`src/hdl/imf_fifo.sv`:
```
// ----------------------------------------------------------------------------
// imf_fifo
// small register queue with occupancy count
// ----------------------------------------------------------------------------
`default_nettype none

module imf_fifo #(
  parameter int WIDTH = 8,
  parameter int DEPTH = 4
) (
  input  wire logic                       clk,
  input  wire logic                       rst,
  input  wire logic                       push,
  input  wire logic [WIDTH-1:0]           wdata,
  input  wire logic                       pop,
  output logic      [WIDTH-1:0]           rdata,
  output logic                            full,
  output logic                            empty,
  output logic      [$clog2(DEPTH+1)-1:0] count
);

  localparam int AW = $clog2(DEPTH);

  logic [WIDTH-1:0] slots [DEPTH];
  logic [AW-1:0]    wr_ptr;
  logic [AW-1:0]    rd_ptr;
  logic             do_push;
  logic             do_pop;

  assign full    = (count == ($clog2(DEPTH+1))'(DEPTH));
  assign empty   = (count == '0);
  assign do_push = push && !full;
  assign do_pop  = pop && !empty;
  assign rdata   = slots[rd_ptr];

  always_ff @(posedge clk) begin
    if (do_push) begin
      slots[wr_ptr] <= wdata;
    end
  end

  always_ff @(posedge clk) begin
    if (rst) begin
      wr_ptr <= '0;
      rd_ptr <= '0;
      count  <= '0;
    end else begin
      if (do_push) begin
        wr_ptr <= (wr_ptr == AW'(DEPTH - 1)) ? '0 : wr_ptr + 1'b1;
      end
      if (do_pop) begin
        rd_ptr <= (rd_ptr == AW'(DEPTH - 1)) ? '0 : rd_ptr + 1'b1;
      end
      if (do_push && !do_pop) begin
        count <= count + 1'b1;
      end else if (do_pop && !do_push) begin
        count <= count - 1'b1;
      end
    end
  end

endmodule

`default_nettype wire

```
`config.mk`:
```
export PLATFORM = sky130hd
export DESIGN_NAME = imf_fifo
export DESIGN_NICKNAME = d
export VERILOG_FILES = /design/src/hdl/imf_fifo.sv
export SDC_FILE = /design/constraint.sdc
export NUM_CORES = 1
export LEC_CHECK = 0
export ABC_CLOCK_PERIOD_IN_PS = 2900
export BUFFER_PORTS_ARGS = -buffer_cell sky130_fd_sc_hd__buf_2
export CAP_MARGIN = 5
export CORE_MARGIN = 10
export CORE_UTILIZATION = 40
export CTS_CLUSTER_SIZE = 20
export DETAILED_ROUTE_END_ITERATION = 12
export GPL_TIMING_DRIVEN = 0
export PLACE_DENSITY = 0.65
export SLEW_MARGIN = 25
export SYNTH_ARGS = -nofsm -noshare
export SYNTH_HDL_FRONTEND = slang
export SYNTH_SLANG_ARGS = --single-unit
```
`constraint.sdc`:
```
create_clock -name clk -period 2.9 [get_ports clk]
set_clock_uncertainty 0.05 [all_clocks]
set_input_delay 0.87 -clock clk [delete_from_list [all_inputs] [get_ports clk]]
set_output_delay 0.87 -clock clk [all_outputs]
set_load 0.005 [all_outputs]
```
==> results by group <==
Timing
  • Worst hold-check slack: 0.464 ns
  • Crit path time final: 2.49 ns
  • Max-slew violation count: 0
  • Fin crit share: 0.858
  • Final hold vios: 0
  • Normalized max-slew margin: 0.668
  • Worst-Margin Slew: 0.499 ns
  • Unrepaired setup endpoints after global routing: no
  • TNS Setup: 0 ns
  • Setup violators final: 0
  • Fmax: 402 MHz

Hold path
  • Worst hold stages: 2
  • HP Class: flop to flop
  • Hold Path End: rd_ptr[0]
  • Min-Delay Startpoint: rd_ptr[0]

Worst setup path
  • Critical Path RT: 1.98 ns
  • Crit Path Category: flop to primary output
  • Cells along the critical path: buf_2 -> mux4_2 -> buf_2
  • Crit-path slowest cell: mux4_2
  • Flop-to-flop setup slack: 0.59 ns
  • CP Launch Type: flop
  • Worst EP arrival: 1.57 ns
  • R2R Path End: count[2]
  • Worst R2R Path Depth: 10
  • Reg-to-Reg Start: count[0]
  • Critical Path Fanout Max: 8
  • Crit path largest cell delay: 0.54 ns
  • Setup crit end kind: primary output
  • CP dominant cell by count: buf_2

Die
  • Total I/O pin count: 25
  • Die ar.: 7160 µm²
  • Row Count: 23
  • Placeable core region: 4030 µm²
  • Die extent in y: 84.6 µm
  • Chip Width: 84.6 µm
  • Initial core utilization: 0.414

Layout
  • Post-route cell area: 1930 µm²
  • Area Growth Syn to Fin: 15.9%
  • Most common cell after layout, fill and taps aside: edfxtp_1
  • Share of cells above drive strength 1: 0.382
  • Most frequent cells in the layout: edfxtp_1, buf_2, dfxtp_1
  • Layout Nets: 141
  • Antenna cells: 0

Logic synthesis
  • Top cell type by total area after synthesis: edfxtp_1
  • Syn nets: 111
  • Seq cells post-synth: 41
  • Syn Std Cell Area: 1670 µm²
  • Yosys warns: 0
  • Syn avg cell area: 18.1 µm²
  • Seq/Total Area, Yosys: 0.684
  • Top cell type's share of synthesized area: 0.576
  • Area contributors post-synth: edfxtp_1, dfxtp_1, mux4_2
  • Syn Inst Count: 92
  • Post-synth cell types: 27

GRT
  • Initial antenna violation count: 0
  • First-pass GRT wire length: 4.57 mm
  • Global Route Usage Sum: 0.0829
  • Largest net degree at the start of global routing: 15
  • Number of global-route vias before repair: 955
  • GR Overflow Total: 0

Routing
  • Routed Antenna Nets: 0
  • WL/cell: 15.9 µm
  • Mean number of vias per cell: 4.91
  • Post-route DRC: 0
  • DR pass1 iterations: 4
  • Total Routed Length: 2.75 mm
  • Via count: 849
  • Starting DRT DRC Count: 54

Place
  • Hpwl dp: 1.99 mm
  • IO Port Bufs: 23
  • GP Congestion: 0.723
  • Placed Area: 1850 µm²

Clock network
  • TritonCTS clock tree: done
  • Worst-skew pair later-pin latency: 0.29 ns
  • H-tree depth: 2
  • Worst-case clock buffer depth: 2
  • Clk root buf: clkbuf_8
  • Hold_buf cts: 0
  • Setup Buffers After CTS: 0
  • Sink Count: 41
  • CTS-repair resized insts: 0
  • Clock-pin slew on the worst setup and hold paths: 0.08 ns
  • Clock buffer count from CTS: 5

Power and ir drop
  • P_leak: 0.733 nW
  • PD cells: 793 nW/µm²
  • VDD IR max: 0.317 mV

Outcome
  • Outcome: complete, no violations

Run
  • Max Cap Violations: 0
-- critical path: cells and delay by family, from the launching register on --
kind	cells	cell delay [ns]
multiplexers	1	0.54
buffers and inverters	2	0.42
flip-flops	1	0.31
-- layout make-up --
type / count / area (µm²)
clock inverter: 3 / 18.8
tap: 50 / 62.6
fill: 357 / 2090
multi-input combinational: 42 / 459
sequential: 41 / 1140
clock buffer: 5 / 68.8
buffer: 4 / 23.8
inverter: 5 / 45.0
timing repair buffer: 23 / 115
-- worst max-delay path by stage --
stage | cells past startpoint | from | to | slack (ns)
6_report | 3 | flop | rdata[2] | 0.41
5_1_grt | 3 | flop | rdata[2] | 0.29
4_1_cts | 3 | flop | rdata[6] | 0.34
3_5_place_dp | 9 | push | count[2] | 0.21
3_3_place_gp | 9 | push | count[2] | 0.28
2_1_floorplan | 8 | push | count[2] | 0.49
-- cell families (layout without fill, tap and decap cells) --
group	after synthesis	after routing	synth area share
xor+xnor	2	2	0.0105
simple gates	16	16	0.0555
mux	10	10	0.120
flops	41	41	0.684
fa+ha+maj	7	7	0.0570
compound gates	7	7	0.0322
buf+inv	9	40	0.0412
-- power breakdown --
group,internal [mW],total [mW],switching (mW)
combinational,0.210,0.407,0.197
clock,0.171,0.366,0.195
sequential,0.716,0.761,0.0446
total,1.10,1.53,0.437
-- registers in the layout, indices dropped and copies added, names as in the netlist, named ones only --
signal	cells
wr_ptr	2
rd_ptr	2
count	3
slots	32
-- stage by stage --
| step | util | total power [mW] | instances | worst slack [ns] |
|---|---|---|---|---|
| 5_1_grt | 0.480 | 1.65 | 173 | 0.293 |
| 3_5_place_dp | 0.458 | 1.20 | 165 | 0.210 |
| 3_3_place_gp | 0.458 | 1.18 | 165 | 0.276 |
| 2_1_floorplan | - | 1.05 | 92 | 0.494 |
| 4_1_cts | 0.480 | 1.57 | 173 | 0.339 |
| 6_report | 0.480 | 1.53 | 173 | 0.410 |
-- cells in the mapped netlist, drive strengths merged --
| master | n |
|---|---|
| edfxtp | 32 |
| mux4 | 8 |
| or3 | 2 |
| o21ai | 2 |
| or3b | 1 |
| nand3 | 2 |
| buf | 3 |
| dfxtp | 9 |
| mux2i | 2 |
| fa | 1 |
| a21oi | 3 |
| nand2 | 1 |
| clkbuf | 1 |
| bufinv | 1 |
| nor3 | 2 |
| o31ai | 2 |
| nor2 | 4 |
| xor2 | 2 |
| inv | 3 |
| clkinv | 1 |
| ha | 6 |
| and3 | 4 |
-- per-layer routing --
layer,vias up,global-route usage,share of wire
li1,408,-,-
met1,413,0.0857,0.41
met5,-,0,0
met4,0,0.0404,0.013
met3,6,0.0396,0.061
met2,22,0.138,0.51
Power figures use the tool's default switching activity.
