[src/hdl/imf_pkg.sv]
// ----------------------------------------------------------------------------
// imf_pkg
// shared types, register indexes and defaults of the 3x3 image filter
// ----------------------------------------------------------------------------
`default_nettype none

package imf_pkg;

  localparam int MAX_WIDTH_DEF    = 1024;
  localparam int CHANNEL_BITS_DEF = 8;
  localparam int ROW_BITS         = 12;
  localparam int GEO_BITS         = 15;
  localparam int QUEUE_DEPTH      = 4;
  localparam int OUT_DEPTH        = 8;
  localparam int CFG_INDEX_BITS   = 4;
  localparam int CFG_DATA_BITS    = 11;

  typedef enum logic [CFG_INDEX_BITS-1:0] {
    CFG_IMAGE_WIDTH   = 4'd0,
    CFG_IMAGE_HEIGHT  = 4'd1,
    CFG_SEL_ROW_FIRST = 4'd2,
    CFG_SEL_ROW_END   = 4'd3,
    CFG_SEL_COL_FIRST = 4'd4,
    CFG_SEL_COL_END   = 4'd5,
    CFG_FILTER_KIND   = 4'd6,
    CFG_MAX_VALUE     = 4'd7
  } cfg_index_t;

  typedef enum logic [1:0] {
    KIND_EDGE    = 2'd0,
    KIND_SHARPEN = 2'd1,
    KIND_BOX     = 2'd2,
    KIND_GAUSS   = 2'd3
  } kind_t;

  typedef struct packed {
    logic [10:0] image_width;
    logic [10:0] image_height;
    logic [9:0]  sel_row_first;
    logic [10:0] sel_row_end;
    logic [9:0]  sel_col_first;
    logic [10:0] sel_col_end;
    kind_t       filter_kind;
    logic [7:0]  max_value;
  } cfg_t;

  typedef struct packed {
    logic       mode;
    logic [7:0] in_red;
    logic [7:0] in_green;
    logic [7:0] in_blue;
  } in_item_t;

  typedef struct packed {
    logic [7:0] out_red;
    logic [7:0] out_green;
    logic [7:0] out_blue;
    logic       frame_last;
  } out_item_t;

  typedef struct packed {
    logic has_result;
    logic in_sel;
    logic last;
  } ctrl_t;

endpackage

`default_nettype wire

[src/hdl/imf_front.sv]
// ----------------------------------------------------------------------------
// imf_front
// configuration registers, raster counters and classification of items
// ----------------------------------------------------------------------------
`default_nettype none

module imf_front import imf_pkg::*; #(
  parameter int MAX_WIDTH    = MAX_WIDTH_DEF,
  parameter int CHANNEL_BITS = CHANNEL_BITS_DEF
) (
  input  wire logic                          clk,
  input  wire logic                          rst,
  input  wire logic                          cfg_we,
  input  wire logic [CFG_INDEX_BITS-1:0]     cfg_index,
  input  wire logic [CFG_DATA_BITS-1:0]      cfg_data,
  input  wire logic                          push,
  input  wire in_item_t                      item,
  output logic                               full,
  input  wire logic                          q_full,
  output logic                               q_push,
  output logic      [3*CHANNEL_BITS-1:0]     q_px,
  output logic      [$clog2(MAX_WIDTH)-1:0]  q_col,
  output ctrl_t                              q_ctrl,
  output cfg_t                               cfg
);

  localparam int CLW = $clog2(MAX_WIDTH + 1);
  localparam int AW  = $clog2(MAX_WIDTH);
  localparam int SW  = CLW + ROW_BITS;
  localparam int GW  = GEO_BITS;
  localparam int CB  = CHANNEL_BITS;

  logic [CLW-1:0]      in_col;
  logic [ROW_BITS-1:0] in_row;
  logic [CLW-1:0]      out_col;
  logic [ROW_BITS-1:0] out_row;
  logic [SW-1:0]       slot;
  logic [SW-1:0]       total;

  logic [GW-1:0] w_eff;
  logic [GW-1:0] h_eff;
  logic [GW-1:0] wx;
  logic [GW-1:0] inc;
  logic [GW-1:0] colm;
  logic [GW-1:0] r;
  logic [GW-1:0] c;
  logic          in_frame;
  logic          ignore;
  logic          take;
  logic          has_result;
  logic          in_sel;
  logic          last;

  always_comb begin
    wx = GW'(cfg.image_width);
    if (wx == '0) begin
      w_eff = GW'(1);
    end else if (wx > GW'(MAX_WIDTH)) begin
      w_eff = GW'(MAX_WIDTH);
    end else begin
      w_eff = wx;
    end
    h_eff = (cfg.image_height == '0) ? GW'(1) : GW'(cfg.image_height);
  end

  // slot follows the current geometry
  assign slot  = SW'(in_row) * SW'(w_eff) + SW'(in_col);
  assign total = SW'(w_eff) * SW'(h_eff);

  assign in_frame   = (slot < total);
  assign ignore     = item.mode && in_frame;
  assign full       = q_full;
  assign take       = push && !q_full && !ignore;
  assign has_result = (slot > SW'(w_eff));

  assign inc  = GW'(in_col);
  assign colm = (inc >= GW'(MAX_WIDTH)) ? inc - GW'(MAX_WIDTH) : inc;
  assign r    = GW'(out_row);
  assign c    = GW'(out_col);

  assign in_sel = (r >= GW'(1)) && (r + 1'b1 < h_eff) && (c >= GW'(1)) && (c + 1'b1 < w_eff) &&
                  (r >= GW'(cfg.sel_row_first)) && (r < GW'(cfg.sel_row_end)) &&
                  (c >= GW'(cfg.sel_col_first)) && (c < GW'(cfg.sel_col_end));
  assign last   = (r >= h_eff) || ((r + 1'b1 == h_eff) && (c + 1'b1 >= w_eff));

  assign q_push            = take;
  assign q_col             = AW'(colm);
  assign q_ctrl.has_result = has_result;
  assign q_ctrl.in_sel     = in_sel;
  assign q_ctrl.last       = last;

  always_comb begin
    if (in_frame && !item.mode) begin
      q_px = {CB'(item.in_blue), CB'(item.in_green), CB'(item.in_red)};
    end else begin
      q_px = '0;
    end
  end

  always_ff @(posedge clk) begin
    if (rst) begin
      cfg.image_width   <= 11'd1024;
      cfg.image_height  <= 11'd1024;
      cfg.sel_row_first <= '0;
      cfg.sel_row_end   <= 11'd1024;
      cfg.sel_col_first <= '0;
      cfg.sel_col_end   <= 11'd1024;
      cfg.filter_kind   <= KIND_EDGE;
      cfg.max_value     <= 8'd255;
    end else if (cfg_we) begin
      case (cfg_index)
        CFG_IMAGE_WIDTH:   cfg.image_width   <= cfg_data;
        CFG_IMAGE_HEIGHT:  cfg.image_height  <= cfg_data;
        CFG_SEL_ROW_FIRST: cfg.sel_row_first <= cfg_data[9:0];
        CFG_SEL_ROW_END:   cfg.sel_row_end   <= cfg_data;
        CFG_SEL_COL_FIRST: cfg.sel_col_first <= cfg_data[9:0];
        CFG_SEL_COL_END:   cfg.sel_col_end   <= cfg_data;
        CFG_FILTER_KIND:   cfg.filter_kind   <= kind_t'(cfg_data[1:0]);
        CFG_MAX_VALUE:     cfg.max_value     <= cfg_data[7:0];
        default: ;
      endcase
    end
  end

  always_ff @(posedge clk) begin
    if (rst) begin
      in_col  <= '0;
      in_row  <= '0;
      out_col <= '0;
      out_row <= '0;
    end else if (take) begin
      if (has_result && last) begin
        in_col  <= '0;
        in_row  <= '0;
        out_col <= '0;
        out_row <= '0;
      end else begin
        if (inc + 1'b1 >= w_eff) begin
          in_col <= '0;
          in_row <= in_row + 1'b1;
        end else begin
          in_col <= in_col + 1'b1;
        end
        if (has_result) begin
          if (c + 1'b1 >= w_eff) begin
            out_col <= '0;
            out_row <= out_row + 1'b1;
          end else begin
            out_col <= out_col + 1'b1;
          end
        end
      end
    end
  end

endmodule

`default_nettype wire

[config.mk]
export PLATFORM = sky130hd
export DESIGN_NAME = imf_front
export DESIGN_NICKNAME = d
export VERILOG_FILES = /design/src/hdl/imf_pkg.sv /design/src/hdl/imf_front.sv
export SDC_FILE = /design/constraint.sdc
export NUM_CORES = 1
export LEC_CHECK = 0
export ABC_CLOCK_PERIOD_IN_PS = 11780
export BUFFER_PORTS_ARGS = -buffer_cell sky130_fd_sc_hd__buf_4
export CAP_MARGIN = 20
export CELL_PAD_IN_SITES_DETAIL_PLACEMENT = 0
export CELL_PAD_IN_SITES_GLOBAL_PLACEMENT = 1
export CORE_MARGIN = 2
export CORE_UTILIZATION = 47
export DETAILED_ROUTE_END_ITERATION = 7
export GPL_TIMING_DRIVEN = 0
export PLACE_DENSITY = 0.84
export SLEW_MARGIN = 40
export SYNTH_ARGS = -nofsm -noshare
export SYNTH_HDL_FRONTEND = slang
export SYNTH_SLANG_ARGS = --single-unit
[constraint.sdc]
create_clock -name clk -period 11.78 [get_ports clk]
set_clock_uncertainty 0.1 [all_clocks]
set_input_delay 1.178 -clock clk [delete_from_list [all_inputs] [get_ports clk]]
set_output_delay 1.178 -clock clk [all_outputs]
set_load 0.005 [all_outputs]
==> impl_metrics.tcl <==
set metrics [dict create \
    status "completed" \
    die_area_sq_um 38800 \
    report.final.setup_viol 0 \
    synth_warnings 0 \
    holdBufCountCts 0 \
    wirelength_mm 54.0 \
    routed_via_density 5.59 \
    utilization 0.541 \
    worst_setup_path_start_kind "flip-flop" \
    yosys_register_bits 120 \
    powerDensity_nw_per_um2 50.5 \
    first_pass_iters 5 \
    synth_ff_type "dfxtp_1" \
    avgSynthCellArea_sq_um 8.25 \
    synthesis.area_sq_um 17500 \
    post-route-period-util 0.969 \
    gp_congestion 0.903 \
    seq_area_frac_synth 0.137 \
    crit_top_cell "fa_1" \
    fmax_mhz 87.6 \
    syn_inst 2118 \
    synthDistinctLibCells 78 \
    cts_tree "done" \
    dp_hpwl_mm 43.8 \
    overflow 0 \
    dpl.cell_count 2739 \
    drt-initial-drc-count 1015 \
    antenna_found_initial 0 \
    fp.coreArea_sq_um 36600 \
    hold_viol_final 0 \
    placement.io_buffers 152 \
    crit_type "reg -> out" \
    clock_latency_ps 440 \
    grtUsageTotal 0.284 \
    crit_fanout 12 \
    period_needed_ps 11410 \
    cts.sinks 120 \
    vias 15500 \
    die_w_um 197 \
    p_leak_nw 9.95 \
    h-tree-depth 4 \
    io_pins 158 \
    initial_core_util 0.478 \
    slowest_delay_ps 570 \
    syn-num-nets 2591 \
    antenna_cells 0 \
    cts_root_buf "clkbuf_16" \
    max_cap_viol_count 0 \
    max_slew_margin 0.453 \
    synth_edf_count 0 \
    rsz0062_at_grt "no" \
    slew_violations 0 \
    fin_cells 2771 \
    grt_max_degree 17 \
    cp.arrival_ps 10130 \
    cp.required_ps 10500 \
    tightest_slew_ps 821 \
    rows 70 \
    cp_slowest_cell "fa_1" \
    grt_pass1_vias 15700 \
    die_y_um 197 \
    drcViolationCount 0 \
    post_drt_wl_per_cell_um 19.5 \
    clkTransAtPathRegs_ps 60 \
    nets 2763 \
    clock_path_buffers 2 \
    final_layout_size_suffix_gt1_frac 0.107 \
    cp-end-kind "output pin" \
    async_flop_share 0 \
    postRouteAntennaNets 0 \
    hold_class "reg -> reg" \
    grt_pass1_wl_mm 85.6 \
    area_delta_synth_final_pct 13.3 \
    ir_drop_uv 100 \
    cts_buffers 17 \
]
## cell families (layout without fill, tap and decap cells)
group / Yosys count / after routing / share of synthesized area
AO/OA/AOI/OAI: 338 / 338 / 0.133
XOR/XNOR: 59 / 59 / 0.0296
adder cells (fa/ha/maj): 428 / 428 / 0.384
buffers and inverters: 459 / 644 / 0.104
flip-flops: 120 / 120 / 0.137
multiplexers: 62 / 62 / 0.0355
AND/OR/NAND/NOR: 652 / 652 / 0.176
## layer usage
| metal | wire, um | part of all wire | track usage |
|---|---|---|---|
| met4 | 1260 | 0.023 | 0.0755 |
| met1 | 23700 | 0.44 | 0.376 |
| met5 | 0 | 0 | 0 |
| met3 | 3110 | 0.058 | 0.0378 |
| met2 | 25900 | 0.48 | 0.489 |
## power breakdown
group	switching, mW	internal [mW]
clock	0.207	0.276
combinational	0.0595	0.0434
sequential	0.00435	0.410
total	0.270	0.729
## Yosys cell counts (27+ instances only)
library cell  number  share of area
nor2_1           179          0.038
nand3_1           55          0.016
a21o_1            42          0.018
clkbuf_1          86          0.018
fa_1             181           0.21
mux2i_1           62          0.035
nor3_1            27         0.0077
inv_1            337          0.072
nand2_1          208          0.045
a21oi_1          107          0.031
ha_1             247           0.18
dfxtp_1          120           0.14
xnor2_1           36          0.018
and3_1            48          0.017
o21ai_0           46          0.013
## state kept, by name, summed over array words and instances, names as in the netlist
signal / cells
cfg: 74
out_row: 12
in_row: 12
in_col: 11
out_col: 11
## cell usage in the layout, fill, tap and decap left out, types with 6 or more instances in the layout
cell type  synthesis  layout
fa_1             181     181
a21oi_1          107     107
or4_1              7       7
xor2_1            23      23
nand4b_1           6       6
nand2_1          208     208
nand3b_1           6       6
clkinv_1           7       7
and3_1            48      48
a21o_1            42      42
and2_1            25      24
buf_4             18     171
buf_2              6       6
o21a_1            19      19
nand3_1           55      55
or3_1             10      10
o32ai_1           14      14
o2111ai_1          6       6
a31oi_1            7       6
a211oi_1          11      11
nor3_1            27      27
o31ai_1           15      15
nor2b_1           16      16
clkbuf_1          86      80
o211ai_1          16      16
o21ai_0           46      45
nand2b_1          10      10
dfxtp_1          120     120
nor4_1            15      14
ha_1             247     247
a211o_1            8       8
clkbuf_16          0      17
clkbuf_2           0       7
nor2_1           179     179
inv_1            337     337
xnor2_1           36      36
nand4_1           21      21
mux2i_1           62      62
## layout make-up
type,instances,area (sq um)
fillers,3530,16800
flip-flops and latches,120,2400
well taps,468,586
plain buffers,113,523
inverters,345,1290
repair buffers,154,1160
clock inverters,12,93.8
multi-input cells,1539,13300
clock buffers,20,447
## worst max-delay path: cells and delay by family (launching register included)
kind / cells / cell delay (ps)
compound gates: 12 / 3060
flops: 1 / 540
fa+ha+maj: 7 / 3210
simple gates: 4 / 740
buf+inv: 8 / 1900
xor+xnor: 1 / 180
## timing repair
action,4_1_cts,5_1_grt
gates resized for setup,2,5
buffers inserted,0,0
setup endpoints to repair,21,21
pin swaps,0,0
## path summary, 6_finish.rpt
| kind | endpoint | start | slack, ps | cells past startpoint |
|---|---|---|---|---|
| setup / recovery | q_push | cfg[73]$_SDFFE_PP1P_ | 370 | 32 |
| hold / removal | cfg[3]$_SDFFE_PP1P_ | cfg[3]$_SDFFE_PP1P_ | 380 | 2 |
| setup reg to reg | in_row[4]$_SDFFE_PP0P_ | cfg[73]$_SDFFE_PP1P_ | 1660 | 32 |
| hold reg to reg | cfg[3]$_SDFFE_PP1P_ | cfg[3]$_SDFFE_PP1P_ | 380 | 2 |
## metrics by stage
step                setup TNS, ps  total power [mW]  hold slack [ps]  setup WS (ps)  instance area, sq um
finish                          0             0.999              378            370                 19800
global route                    0              1.03              404           3.18                 19800
CTS                             0              1.01              380            185                 19800
detailed placement              0             0.524              363           85.9                 19200
global placement           -14100             0.522              360           -649                 19200
floorplan                       0             0.473              365           2440                 17500
(Power assumes the default switching activity.)
